## config.mk

```make
export PLATFORM = sky130hd
export DESIGN_NAME = fixed_priority_workload_test_top
export DESIGN_NICKNAME = d
export VERILOG_FILES = /design/src/fpwt_pkg.sv /design/src/fpwt_ram.sv /design/src/fixed_priority_workload_test_top.sv
export SDC_FILE = /design/constraint.sdc
export NUM_CORES = 2
export LEC_CHECK = 0
export BUFFER_PORTS_ARGS = -buffer_cell sky130_fd_sc_hd__buf_4
export CAP_MARGIN = 40
export CORE_AREA = 3 3 392 394
export DETAILED_ROUTE_END_ITERATION = 8
export DIE_AREA = 0 0 395 397
export GPL_TIMING_DRIVEN = 1
export PLACE_DENSITY_LB_ADDON = 0.15
export REMOVE_ABC_BUFFERS = 1
export SYNTH_ARGS = -nofsm -noshare
export SYNTH_HDL_FRONTEND = slang
export SYNTH_HIERARCHICAL = 1
export SYNTH_SLANG_ARGS = --single-unit
```

## constraint.sdc

```tcl
create_clock -name clock -period 7.9 [get_ports clock]
set_input_delay 0.395 -clock clock [delete_from_list [all_inputs] [get_ports clock]]
set_output_delay 0.395 -clock clock [all_outputs]
set_load 0.05 [all_outputs]
```

## src/fpwt_pkg.sv

```systemverilog
// Shared constants for the fixed-priority schedulability checker.
// Used by fixed_priority_workload_test_top and the testbench; depends on nothing.
`default_nettype none
package fpwt_pkg;
   localparam int MAX_TASKS   = 32;
   localparam int TIME_BITS   = 16;
   localparam int IDX_BITS    = $clog2(MAX_TASKS);
   localparam int CNT_BITS    = $clog2(MAX_TASKS + 1);
   localparam int ACC_BITS    = 2 * TIME_BITS + 2;
   localparam int DSTEP_BITS  = $clog2(TIME_BITS);
   localparam int ENTRY_BITS  = 2 * TIME_BITS;

   typedef logic [TIME_BITS-1:0] time_type;
endpackage
`default_nettype wire

```

## src/fpwt_ram.sv

```systemverilog
// Generic single-port-write, registered-read RAM.
// Standalone; holds the stored task parameters.
`default_nettype none
module fpwt_ram #(
   parameter int WIDTH = 8,
   parameter int DEPTH = 16
) (
   input  wire logic                     clock,
   input  wire logic                     wr_en,
   input  wire logic [$clog2(DEPTH)-1:0] wr_addr,
   input  wire logic [WIDTH-1:0]         wr_data,
   input  wire logic [$clog2(DEPTH)-1:0] rd_addr,
   output logic      [WIDTH-1:0]         rd_data
);
   logic [WIDTH-1:0] mem_ff [DEPTH];
   logic [WIDTH-1:0] rd_data_ff;

   always_ff @(posedge clock) begin
      if (wr_en) begin
         mem_ff[wr_addr] <= wr_data;
      end
      rd_data_ff <= mem_ff[rd_addr];
   end

   assign rd_data = rd_data_ff;
endmodule
`default_nettype wire

```

## src/fixed_priority_workload_test_top.sv

```systemverilog
// Exact fixed-priority schedulability test by scheduling points.
// Each point sums, per stored task, jobs times WCET, the job count coming from the
// shared bit-serial divider; a failing point moves on to the next multiple of a
// stored period below the deadline. Worst case is 32 tasks of period 1, deadline
// 65535.
// Throughput: one request at a time; ready returns with the response. Sync reset empties set.
`default_nettype none
module fixed_priority_workload_test_top (
   input  wire logic                           clock,
   input  wire logic                           reset,
   input  wire logic                           req_valid,
   output logic                                req_ready,
   input  wire logic [fpwt_pkg::TIME_BITS-1:0] req_exec_time,
   input  wire logic [fpwt_pkg::TIME_BITS-1:0] req_task_period,
   input  wire logic [fpwt_pkg::TIME_BITS-1:0] req_task_deadline,
   input  wire logic                           req_new_set,
   output logic                                rsp_valid,
   input  wire logic                           rsp_ready,
   output logic      [5:0]                     rsp_task_index,
   output logic                                rsp_task_ok,
   output logic                                rsp_set_ok,
   output logic                                rsp_store_full
);
   localparam int TB = fpwt_pkg::TIME_BITS;
   localparam int CB = fpwt_pkg::CNT_BITS;
   localparam int IB = fpwt_pkg::IDX_BITS;
   localparam int AB = fpwt_pkg::ACC_BITS;
   localparam int DB = fpwt_pkg::DSTEP_BITS;

   localparam logic [3:0] S_IDLE      = 4'd0;
   localparam logic [3:0] S_PT_START  = 4'd1;
   localparam logic [3:0] S_TERM_CHK  = 4'd2;
   localparam logic [3:0] S_TERM_WAIT = 4'd3;
   localparam logic [3:0] S_TERM_LOAD = 4'd4;
   localparam logic [3:0] S_DIV       = 4'd5;
   localparam logic [3:0] S_MUL       = 4'd6;
   localparam logic [3:0] S_ACC       = 4'd7;
   localparam logic [3:0] S_PT_FAIL   = 4'd8;
   localparam logic [3:0] S_GEN_CHK   = 4'd9;
   localparam logic [3:0] S_GEN_WAIT  = 4'd10;
   localparam logic [3:0] S_GEN_LOAD  = 4'd11;
   localparam logic [3:0] S_GEN_MCHK  = 4'd12;
   localparam logic [3:0] S_DONE      = 4'd13;

   logic [3:0]    state_ff, state_in;
   logic [CB-1:0] count_ff, count_in;
   logic          set_ok_ff, set_ok_in;
   logic          ok_ff, ok_in;
   logic          in_gen_ff, in_gen_in;
   fpwt_pkg::time_type exec_ff, exec_in, dl_ff, dl_in, per_ff, per_in;
   fpwt_pkg::time_type t_ff, t_in, gp_ff, gp_in, c_ff, c_in, dp_ff, dp_in;
   fpwt_pkg::time_type num_ff, num_in, rem_ff, rem_in, q_ff, q_in;
   logic [TB:0]   m_ff, m_in;
   logic [CB-1:0] gj_ff, gj_in, k_ff, k_in;
   logic [IB-1:0] addr_ff, addr_in;
   logic [DB-1:0] dcnt_ff, dcnt_in;
   logic [2*TB-1:0] prod_ff, prod_in;
   logic [AB-1:0] acc_ff, acc_in, acc_sum;
   logic          rsp_valid_ff, rsp_valid_in;
   logic [5:0]    rsp_index_ff, rsp_index_in;
   logic          rsp_ok_ff, rsp_ok_in, rsp_set_ff, rsp_set_in, rsp_full_ff, rsp_full_in;

   logic [fpwt_pkg::ENTRY_BITS-1:0] rd_data;
   fpwt_pkg::time_type rd_wcet, rd_per_eff, jobs;
   logic [TB:0]   rem_sh;
   logic          div_ge, full, wr_en, out_free;

   fpwt_ram #(.WIDTH(fpwt_pkg::ENTRY_BITS), .DEPTH(fpwt_pkg::MAX_TASKS)) u_store (
      .clock   (clock),
      .wr_en   (wr_en),
      .wr_addr (count_ff[IB-1:0]),
      .wr_data ({exec_ff, per_ff}),
      .rd_addr (addr_ff),
      .rd_data (rd_data)
   );

   assign rd_wcet    = rd_data[2*TB-1:TB];
   // a zero period counts as one tick
   assign rd_per_eff = (rd_data[TB-1:0] == '0) ? TB'(1) : rd_data[TB-1:0];
   assign rem_sh     = {rem_ff, num_ff[TB-1]};
   assign div_ge     = rem_sh >= {1'b0, dp_ff};
   assign jobs       = q_ff + {{(TB-1){1'b0}}, (rem_ff != '0)};
   assign acc_sum    = acc_ff + AB'(prod_ff);
   assign full       = (count_ff == CB'(fpwt_pkg::MAX_TASKS));
   assign out_free   = !rsp_valid_ff || rsp_ready;
   assign wr_en      = (state_ff == S_DONE) && out_free && !full;
   assign req_ready  = (state_ff == S_IDLE);

   always_comb begin
      state_in = state_ff;  count_in = count_ff;  set_ok_in = set_ok_ff;
      ok_in = ok_ff;  in_gen_in = in_gen_ff;  exec_in = exec_ff;  dl_in = dl_ff;
      per_in = per_ff;  t_in = t_ff;  gp_in = gp_ff;  c_in = c_ff;  dp_in = dp_ff;
      num_in = num_ff;  rem_in = rem_ff;  q_in = q_ff;  m_in = m_ff;  gj_in = gj_ff;
      k_in = k_ff;  addr_in = addr_ff;  dcnt_in = dcnt_ff;  prod_in = prod_ff;
      acc_in = acc_ff;  rsp_valid_in = rsp_valid_ff && !rsp_ready;
      rsp_index_in = rsp_index_ff;  rsp_ok_in = rsp_ok_ff;  rsp_set_in = rsp_set_ff;
      rsp_full_in = rsp_full_ff;
      prod_in = prod_ff;
      unique case (state_ff)
         S_IDLE: begin
            if (req_valid) begin
               exec_in   = req_exec_time;
               per_in    = req_task_period;
               dl_in     = req_task_deadline;
               t_in      = req_task_deadline;
               in_gen_in = 1'b0;
               if (req_new_set) begin
                  count_in  = '0;
                  set_ok_in = 1'b1;
               end
               state_in = S_PT_START;
            end
         end
         S_PT_START: begin
            acc_in = AB'(exec_ff);
            k_in   = '0;
            state_in = (exec_ff > t_ff) ? S_PT_FAIL : S_TERM_CHK;
         end
         S_TERM_CHK: begin
            if (k_ff == count_ff) begin
               ok_in    = 1'b1;
               state_in = S_DONE;
            end else begin
               addr_in  = k_ff[IB-1:0];
               state_in = S_TERM_WAIT;
            end
         end
         S_TERM_WAIT: state_in = S_TERM_LOAD;
         S_TERM_LOAD: begin
            c_in    = rd_wcet;
            dp_in   = rd_per_eff;
            num_in  = t_ff;
            rem_in  = '0;
            q_in    = '0;
            dcnt_in = DB'(TB - 1);
            state_in = S_DIV;
         end
         S_DIV: begin
            // one restoring step a cycle
            rem_in = div_ge ? TB'(rem_sh - {1'b0, dp_ff}) : TB'(rem_sh);
            q_in   = {q_ff[TB-2:0], div_ge};
            num_in = {num_ff[TB-2:0], 1'b0};
            dcnt_in = dcnt_ff - DB'(1);
            if (dcnt_ff == '0) begin
               state_in = S_MUL;
            end
         end
         S_MUL: begin
            prod_in  = {{TB{1'b0}}, jobs} * {{TB{1'b0}}, c_ff};
            state_in = S_ACC;
         end
         S_ACC: begin
            acc_in = acc_sum;
            k_in   = k_ff + CB'(1);
            state_in = (acc_sum > AB'(t_ff)) ? S_PT_FAIL : S_TERM_CHK;
         end
         S_PT_FAIL: begin
            if (!in_gen_ff) begin
               in_gen_in = 1'b1;
               gj_in     = '0;
               state_in  = S_GEN_CHK;
            end else begin
               m_in     = m_ff + {1'b0, gp_ff};
               state_in = S_GEN_MCHK;
            end
         end
         S_GEN_CHK: begin
            if (gj_ff == count_ff) begin
               ok_in    = 1'b0;
               state_in = S_DONE;
            end else begin
               addr_in  = gj_ff[IB-1:0];
               state_in = S_GEN_WAIT;
            end
         end
         S_GEN_WAIT: state_in = S_GEN_LOAD;
         S_GEN_LOAD: begin
            gp_in    = rd_per_eff;
            m_in     = {1'b0, rd_per_eff};
            state_in = S_GEN_MCHK;
         end
         S_GEN_MCHK: begin
            if (m_ff < {1'b0, dl_ff}) begin
               t_in     = m_ff[TB-1:0];
               state_in = S_PT_START;
            end else begin
               gj_in    = gj_ff + CB'(1);
               state_in = S_GEN_CHK;
            end
         end
         S_DONE: begin
            if (out_free) begin
               rsp_valid_in = 1'b1;
               rsp_index_in = 6'(count_ff);
               rsp_ok_in    = ok_ff;
               rsp_set_in   = set_ok_ff && ok_ff;
               rsp_full_in  = full;
               set_ok_in    = set_ok_ff && ok_ff;
               if (!full) begin
                  count_in = count_ff + CB'(1);
               end
               state_in = S_IDLE;
            end
         end
         default: state_in = S_IDLE;
      endcase
   end

   always_ff @(posedge clock) begin
      if (reset) begin
         state_ff     <= S_IDLE;
         count_ff     <= '0;
         set_ok_ff    <= 1'b1;
         rsp_valid_ff <= 1'b0;
      end else begin
         state_ff     <= state_in;
         count_ff     <= count_in;
         set_ok_ff    <= set_ok_in;
         rsp_valid_ff <= rsp_valid_in;
      end
      ok_ff <= ok_in;  in_gen_ff <= in_gen_in;  exec_ff <= exec_in;  dl_ff <= dl_in;
      per_ff <= per_in;  t_ff <= t_in;  gp_ff <= gp_in;  c_ff <= c_in;  dp_ff <= dp_in;
      num_ff <= num_in;  rem_ff <= rem_in;  q_ff <= q_in;  m_ff <= m_in;
      gj_ff <= gj_in;  k_ff <= k_in;  addr_ff <= addr_in;  dcnt_ff <= dcnt_in;
      prod_ff <= prod_in;  acc_ff <= acc_in;
      rsp_index_ff <= rsp_index_in;  rsp_ok_ff <= rsp_ok_in;
      rsp_set_ff <= rsp_set_in;  rsp_full_ff <= rsp_full_in;
   end

   assign rsp_valid      = rsp_valid_ff;
   assign rsp_task_index = rsp_index_ff;
   assign rsp_task_ok    = rsp_ok_ff;
   assign rsp_set_ok     = rsp_set_ff;
   assign rsp_store_full = rsp_full_ff;

   a_count_bound: assert property (@(posedge clock) disable iff (reset)
      count_ff <= CB'(fpwt_pkg::MAX_TASKS))
      else $error("task count beyond store depth");
   a_reset_idle: assert property (@(posedge clock) reset |=> state_ff == S_IDLE)
      else $error("sequencer not idle after reset");
   a_write_only_done: assert property (@(posedge clock) disable iff (reset)
      wr_en |=> state_ff == S_IDLE && rsp_valid_ff)
      else $error("store written without a result");
   a_failed_set_sticks: assert property (@(posedge clock) disable iff (reset)
      (!set_ok_ff && state_ff != S_IDLE) |=> !set_ok_ff)
      else $error("set verdict recovered within a set");
endmodule
`default_nettype wire

```

Word-level counts from Yosys, hierarchy flattened
Memory sizes are Yosys's and may differ from the RTL's. A register that Yosys moved wholly into a read port is not among the register bits.
Index checks and enable logic that the tools add are counted.
{"block": "totals", "register_bits": 287, "ramBits": 1024, "input_bits": 53, "output_inout_bits": 11, "word_cells": 148, "n_memories": 1}
{"memory": "u_store.mem_ff", "words": 32, "word_bits": 32, "read_ports": 1, "rd_ports_with_merged_regs": 1, "write_ports": 1, "line_no": "fpwt_ram.sv:15", "source": "logic [WIDTH-1:0] mem_ff [DEPTH];"}
{"block": "op_classes", "addsub": 8, "mul": 1, "n_lt_le_gt_ge": 4, "eq_ne": 29, "n_mux": 47, "reduce_logical": 31}
{"operator": "16-bit one-hot mux with 2 select lines", "n": 4}
{"operator": "34-bit one-hot mux with 2 select lines", "n": 1}
{"operator": "16-bit 2-to-1 mux", "n": 4}
{"operator": "4-bit one-hot mux with 14 select lines", "n": 1}
{"operator": "6-bit 2-to-1 mux", "n": 6}
{"operator": "6-bit one-hot mux with 2 select lines", "n": 3}
{"operator": "34-bit by 32-bit adder with 34-bit output", "n": 1}
{"operator": "34-bit by 16-bit greater-than comparator with 1-bit output", "n": 1}
{"operator": "17-bit one-hot mux with 2 select lines", "n": 1}
{"operator": "16-bit by 16-bit multiplier with 32-bit output", "n": 1}
{"operator": "4-bit 2-to-1 mux", "n": 7}
{"operator": "4-bit equality test (second input constant)", "n": 6}
{"operator": "2-bit != test (second input constant)", "n": 12}
{"operator": "6-bit by 1-bit adder with 6-bit output (second input constant)", "n": 3}
{"operator": "17-bit by 16-bit adder with 17-bit output", "n": 1}
{"operator": "17-bit by 16-bit greater-or-equal comparator with 1-bit output", "n": 1}
{"operator": "17-bit by 16-bit less-than comparator with 1-bit output", "n": 1}
{"operator": "17-bit 2-to-1 mux", "n": 1}
{"operator": "16-bit by 1-bit adder with 16-bit output", "n": 1}
{"operator": "4-bit by 3-bit equality test with 1-bit output (second input constant)", "n": 4}
{"operator": "16-bit greater-than comparator", "n": 1}
{"operator": "16-bit logical NOT", "n": 1}
{"operator": "16-bit nonzero test", "n": 1}
{"operator": "2-bit nonzero test", "n": 8}
{"operator": "21 further kinds", "n": 49}

Longest topological paths before layout
{"block": "logic_depth", "ltp_word": 6, "mapped_depth": 30, "mapped_depth_nobuf": 30}

Hierarchy
Netlist, hierarchy kept.
{"mod": "fpwt_ram", "n_inst": 1, "cells_each": 2260, "area_each_um2": 40492.6, "seq_area_each_um2": 31390.1}
{"mod": "fixed_priority_workload_test_top", "n_inst": 1, "cells_each": 2381, "area_each_um2": 24165.7, "seq_area_each_um2": 8498.2}

Worst setup path before layout
No wires, ideal clock.
{"block": "synth_timing", "kind": "register -> register", "startpoint": "reg rem_ff[11]", "endpoint": "reg prod_ff[28], data pin", "setup_ps": 259, "arrival_time_ps": 7285, "required_ps": 7641, "slack_ps": 356, "path_stages_with_launch": 29, "path_buffers": 1, "synth_period_minus_slack_ps": 7544, "cell_sequence": "edfxtp_1 > nor4_1 > nand4_1 > ha_1 > ha_1 > and3_1 > xor2_1 > clkbuf_1 > nand2_1 > fa_1 > fa_1 > fa_1 > fa_1 > inv_1 > fa_1 > inv_1 > fa_1 > inv_1 > ha_1 > a21o_1 > a21o_1 > a21o_1 > a22o_1 > nor4_1 > o31ai_1 > o41ai_2 > o21bai_1 > a21oi_1 > xnor2_1"}
{"block": "synth_between", "elab_chain_len": 3}
{"item": "start: declaration", "line_no": "fixed_priority_workload_test_top.sv:52", "source": "fpwt_pkg::time_type num_ff, num_in, rem_ff, rem_in, q_ff, q_in;"}
{"item": "start signal: assignment", "line_no": "fixed_priority_workload_test_top.sv:223", "source": "num_ff <= num_in; rem_ff <= rem_in; q_ff <= q_in; m_ff <= m_in;"}
{"item": "16-bit nonzero test", "line_no": "fixed_priority_workload_test_top.sv:82", "source": "assign jobs = q_ff + {{(TB-1){1'b0}}, (rem_ff != '0)};"}
{"item": "16-bit by 1-bit adder with 16-bit output", "line_no": "fixed_priority_workload_test_top.sv:82"}
{"item": "16-bit by 16-bit multiplier with 32-bit output", "line_no": "fixed_priority_workload_test_top.sv:149", "source": "prod_in = {{TB{1'b0}}, jobs} * {{TB{1'b0}}, c_ff};"}
{"item": "end signal: assignment", "line_no": "fixed_priority_workload_test_top.sv:225", "source": "prod_ff <= prod_in; acc_ff <= acc_in;"}
{"item": "end: declaration", "line_no": "fixed_priority_workload_test_top.sv:57", "source": "logic [2*TB-1:0] prod_ff, prod_in;"}
No other way between the ends.
A chain may end at the register's enable or synchronous reset.

Worst setup path after layout
{"block": "layout_timing", "startpoint": "reg rem_ff[6]", "endpoint": "reg prod_ff[28], data pin"}
The elaborated chain is that of the path after synthesis.

==> impl_results.md <==
- Status: complete, no violations
- Crit-path max FO: 7
- WHS Endpoint: set_ok_ff$_SDFFE_PP1P_
- Warnings, synthesis: 6
- Most used cell, CP: fa_1
- Area added between synthesis and finish: 15.2%
- Final worst-path setup slack: 0.119 ns
- Minimum clock period: 7.78 ns
- Via density: 5.47
- Max-Cap Viols: 0
- Total gr overflow: 0
- Number of port buffers: 63
- Worst Setup Path Type: flop to flop
- Initial Utilization: 43.1%
- Post-Syn Instances: 4,641
- Drt wl/cell: 24.3 microns
- Drt first pass iters: 5
- FF-to-FF path depth: 32
- Final setup viols: 0
- Crit path launch type: flop
- Post-synthesis sequential area ratio: 61.7%
- Final Skew: 0.0400 ns
- Max-slew violations: 0
- Core area: 0.150 sq mm
- Vias in the first global route: 38,555
- Initial antenna violation count: 8
- Synth Cell Area: 0.0647 sq mm
- Drt total wl: 171 mm
- CTS Buffer Depth: 3
- Worst slack at placement: -0.461 ns
- Kind of end point of the critical path: flop
- Global placer's final weighted congestion: 0.860
- Worst r2r src: rem_ff[6]$_SDFFCE_PP0P_
- Worst path required time: 8.42 ns
- # DRC: 0
- Met1 Use GR: 30.7%
- Finished Core Util: 49.6%
- Hold WC Path Type: input pin to flop
- Chip Width: 395 microns
- Synth cell types: 85
- #FFs+latches synth: 1,343
- Ys async rst share: 0%
- NumNets Final: 5,380
- Largest net degree at the start of global routing: 113
- Multi-input combinational cell area: 0.0232 sq mm
- GRT Max-Usage Layer: met2
- Final Hold Viols: 0
- Crit-path max cell delay: 0.57 ns
- Final ANT Viol Nets: 0
- Max Clk Rate: 129 MHz
- Clk root buf: clkbuf_16
- Clk pin slew, worst setup/hold paths: 0.06 ns
- Routed via count: 38,490
- Hold path depth: 4
- Num CTS Buffers: 143
- Top FF cell, synth: edfxtp_1
- IO Count: 64
- Fillers: 12,907
- Worst skew pair latency: 0.77 ns
- Worst slew pin tran: 0.911 ns
- Fin crit share: 98.5%
- TritonCTS Sinks: 1,343
- Met3 Use GR: 2.95%
- HP Start: req_new_set
- Mapped Avg Cell Area: 13.9 sq um
- Hpwl dp: 108 mm
- CTS tree: done
- Slowest cell on crit path: fa_1
- Row count: 142
- Layout cells sized above 1: 12.9%
- Sequential Area: 0.0399 sq mm
- Die Span Y: 397 microns
- GRT Util Overall: 21.8%
- Relative slew slack: 38.8%
- RSZ-0062 raised after global routing: yes
- Initial DRC count: 3,218
- Die area: 0.157 sq mm
- First-pass GRT wire length: 254 mm
- WP data arrival: 8.30 ns
- Met2 Resource Use GR: 35.4%
- Hold slack: 0.0854 ns
- Worst R2R Setup Slack: 0.12 ns
- Number of synthesized flops with an enable pin: 1,299
- FF-to-FF End: prod_ff[28]$_DFFE_PP_
- Max H-tree Level: 4
logic make-up after synthesis:
kind of cell	count (synthesis)	synth area share (%)
AOI/OAI and AO/OA	645	6.69
xor gates and xnor gates	111	1.50
adders and majority gates	420	10.4
buffers and inverters	525	3.55
DFF	1343	61.7
muxes	539	8.38
and+or+nand+nor	1058	7.78
critical path: cells and delay by family (launching register included):
kind / cells / cell delay, ns
adder cells (fa/ha/maj): 9 / 3.57
AND/OR/NAND/NOR: 5 / 1.33
XOR/XNOR: 2 / 0.22
AO/OA/AOI/OAI: 7 / 0.96
buffers and inverters: 9 / 1.07
flip-flops: 1 / 0.39
placed cells by master, fill, tap and decap left out, types with 64 or more instances in the layout:
cell and instances:
a22oi_1 96, edfxtp_1 1299, ha_1 213, o21ai_0 68
fa_1 190, a22o_1 66, nor2_1 127, and2_1 125
nand3_1 144, inv_1 302, clkbuf_16 148, a21oi_1 186
nor3_1 64, buf_4 241, nand2_1 388, mux2i_1 523
what timing repair did:
item                                    CTS  global route
gates resized for setup                  30            60
cloned                                    0             0
hold endpoints to repair                 68             0
endpoints found under the setup margin   10            11
hold buffers                             49             0
buffers inserted                          9             7
pin swaps                                20            56
state kept, by name (all words and copies together), names as in the netlist, 17 cells and up:
signal	flops
u_store/rd_data	32
m_ff	17
acc_ff	34
prod_ff	32
u_store/mem_ff	1024
area by class of cell:
type	instances	area share [%]
well taps	2016	3.39
multi-input cells	2773	31.1
diodes	9	0.0302
flip-flops and latches	1343	53.5
clock inverters	61	0.848
inverters	310	1.56
repair buffers	336	4.18
clock buffers	191	5.31
per-layer routing:
layer  vias up  share of wire, %
li1      17601                 -
met1     19713                46
met2       955                47
met3       217               4.6
met4         4               2.5
met5         -             0.017
through the flow:
stage	TNS [ns]	std cells	area, sq um
after detailed placement	-2.74	6715	68800
after global placement	-2.39	6689	68300
final	0	7039	74500
after floorplan	-293.94	4426	63500
after global routing	-0.511	7034	74500
after CTS	-0.0336	7023	74100
cell usage after synthesis, types with 6 or more instances:
cell type  count  area share [%]
a211oi_1      21            0.24
a21o_1        50            0.58
a21oi_1      194             1.5
a22o_1        66            0.89
a22oi_1       96             1.1
a31oi_1       39            0.38
and2_1       130             1.3
and3_1        36            0.35
buf_1          7           0.041
buf_2         34            0.26
buf_4         36            0.42
buf_6         18            0.31
clkbuf_1     117            0.68
dfxtp_1       44             1.4
edfxtp_1    1299              60
fa_1         197             6.1
ha_1         223             4.3
inv_1        309             1.8
mux2_2        16            0.28
mux2i_1      523             8.1
nand2_1      390             2.3
nand2b_1      21            0.20
nand3_1      149             1.2
nand3b_1       9            0.10
nand4_1       18            0.17
nor2_1       164            0.95
nor2b_1       19            0.18
nor3_1        67            0.52
nor4_1        13            0.13
o211ai_1      13            0.15
o21a_1        14            0.16
o21ai_0       71            0.55
o21bai_1       8           0.093
o31ai_1       13            0.15
or2_2          6           0.058
or3_1         11            0.11
xnor2_1       67            0.91
xor2_1        44            0.60
how the worst max path moves through the flow:
stage                             startpoint                         end  slack (ns)  cells past startpoint
global placement    rem_ff[11]$_SDFFCE_PP0P_       prod_ff[28]$_DFFE_PP_       -0.39                     32
detailed placement   rem_ff[1]$_SDFFCE_PP0P_       prod_ff[28]$_DFFE_PP_       -0.46                     32
floorplan               addr_ff[0]$_DFFE_PP_  u_store/rd_data[0]$_DFF_P_       -9.19                      5
finish               rem_ff[6]$_SDFFCE_PP0P_       prod_ff[28]$_DFFE_PP_        0.12                     32
CTS                 rem_ff[15]$_SDFFCE_PP0P_       prod_ff[28]$_DFFE_PP_       -0.03                     30
global route         rem_ff[1]$_SDFFCE_PP0P_       prod_ff[28]$_DFFE_PP_       -0.17                     30
Power is not shown: default switching activity piles up to over one toggle a cycle in this logic, so the estimate is an artifact.
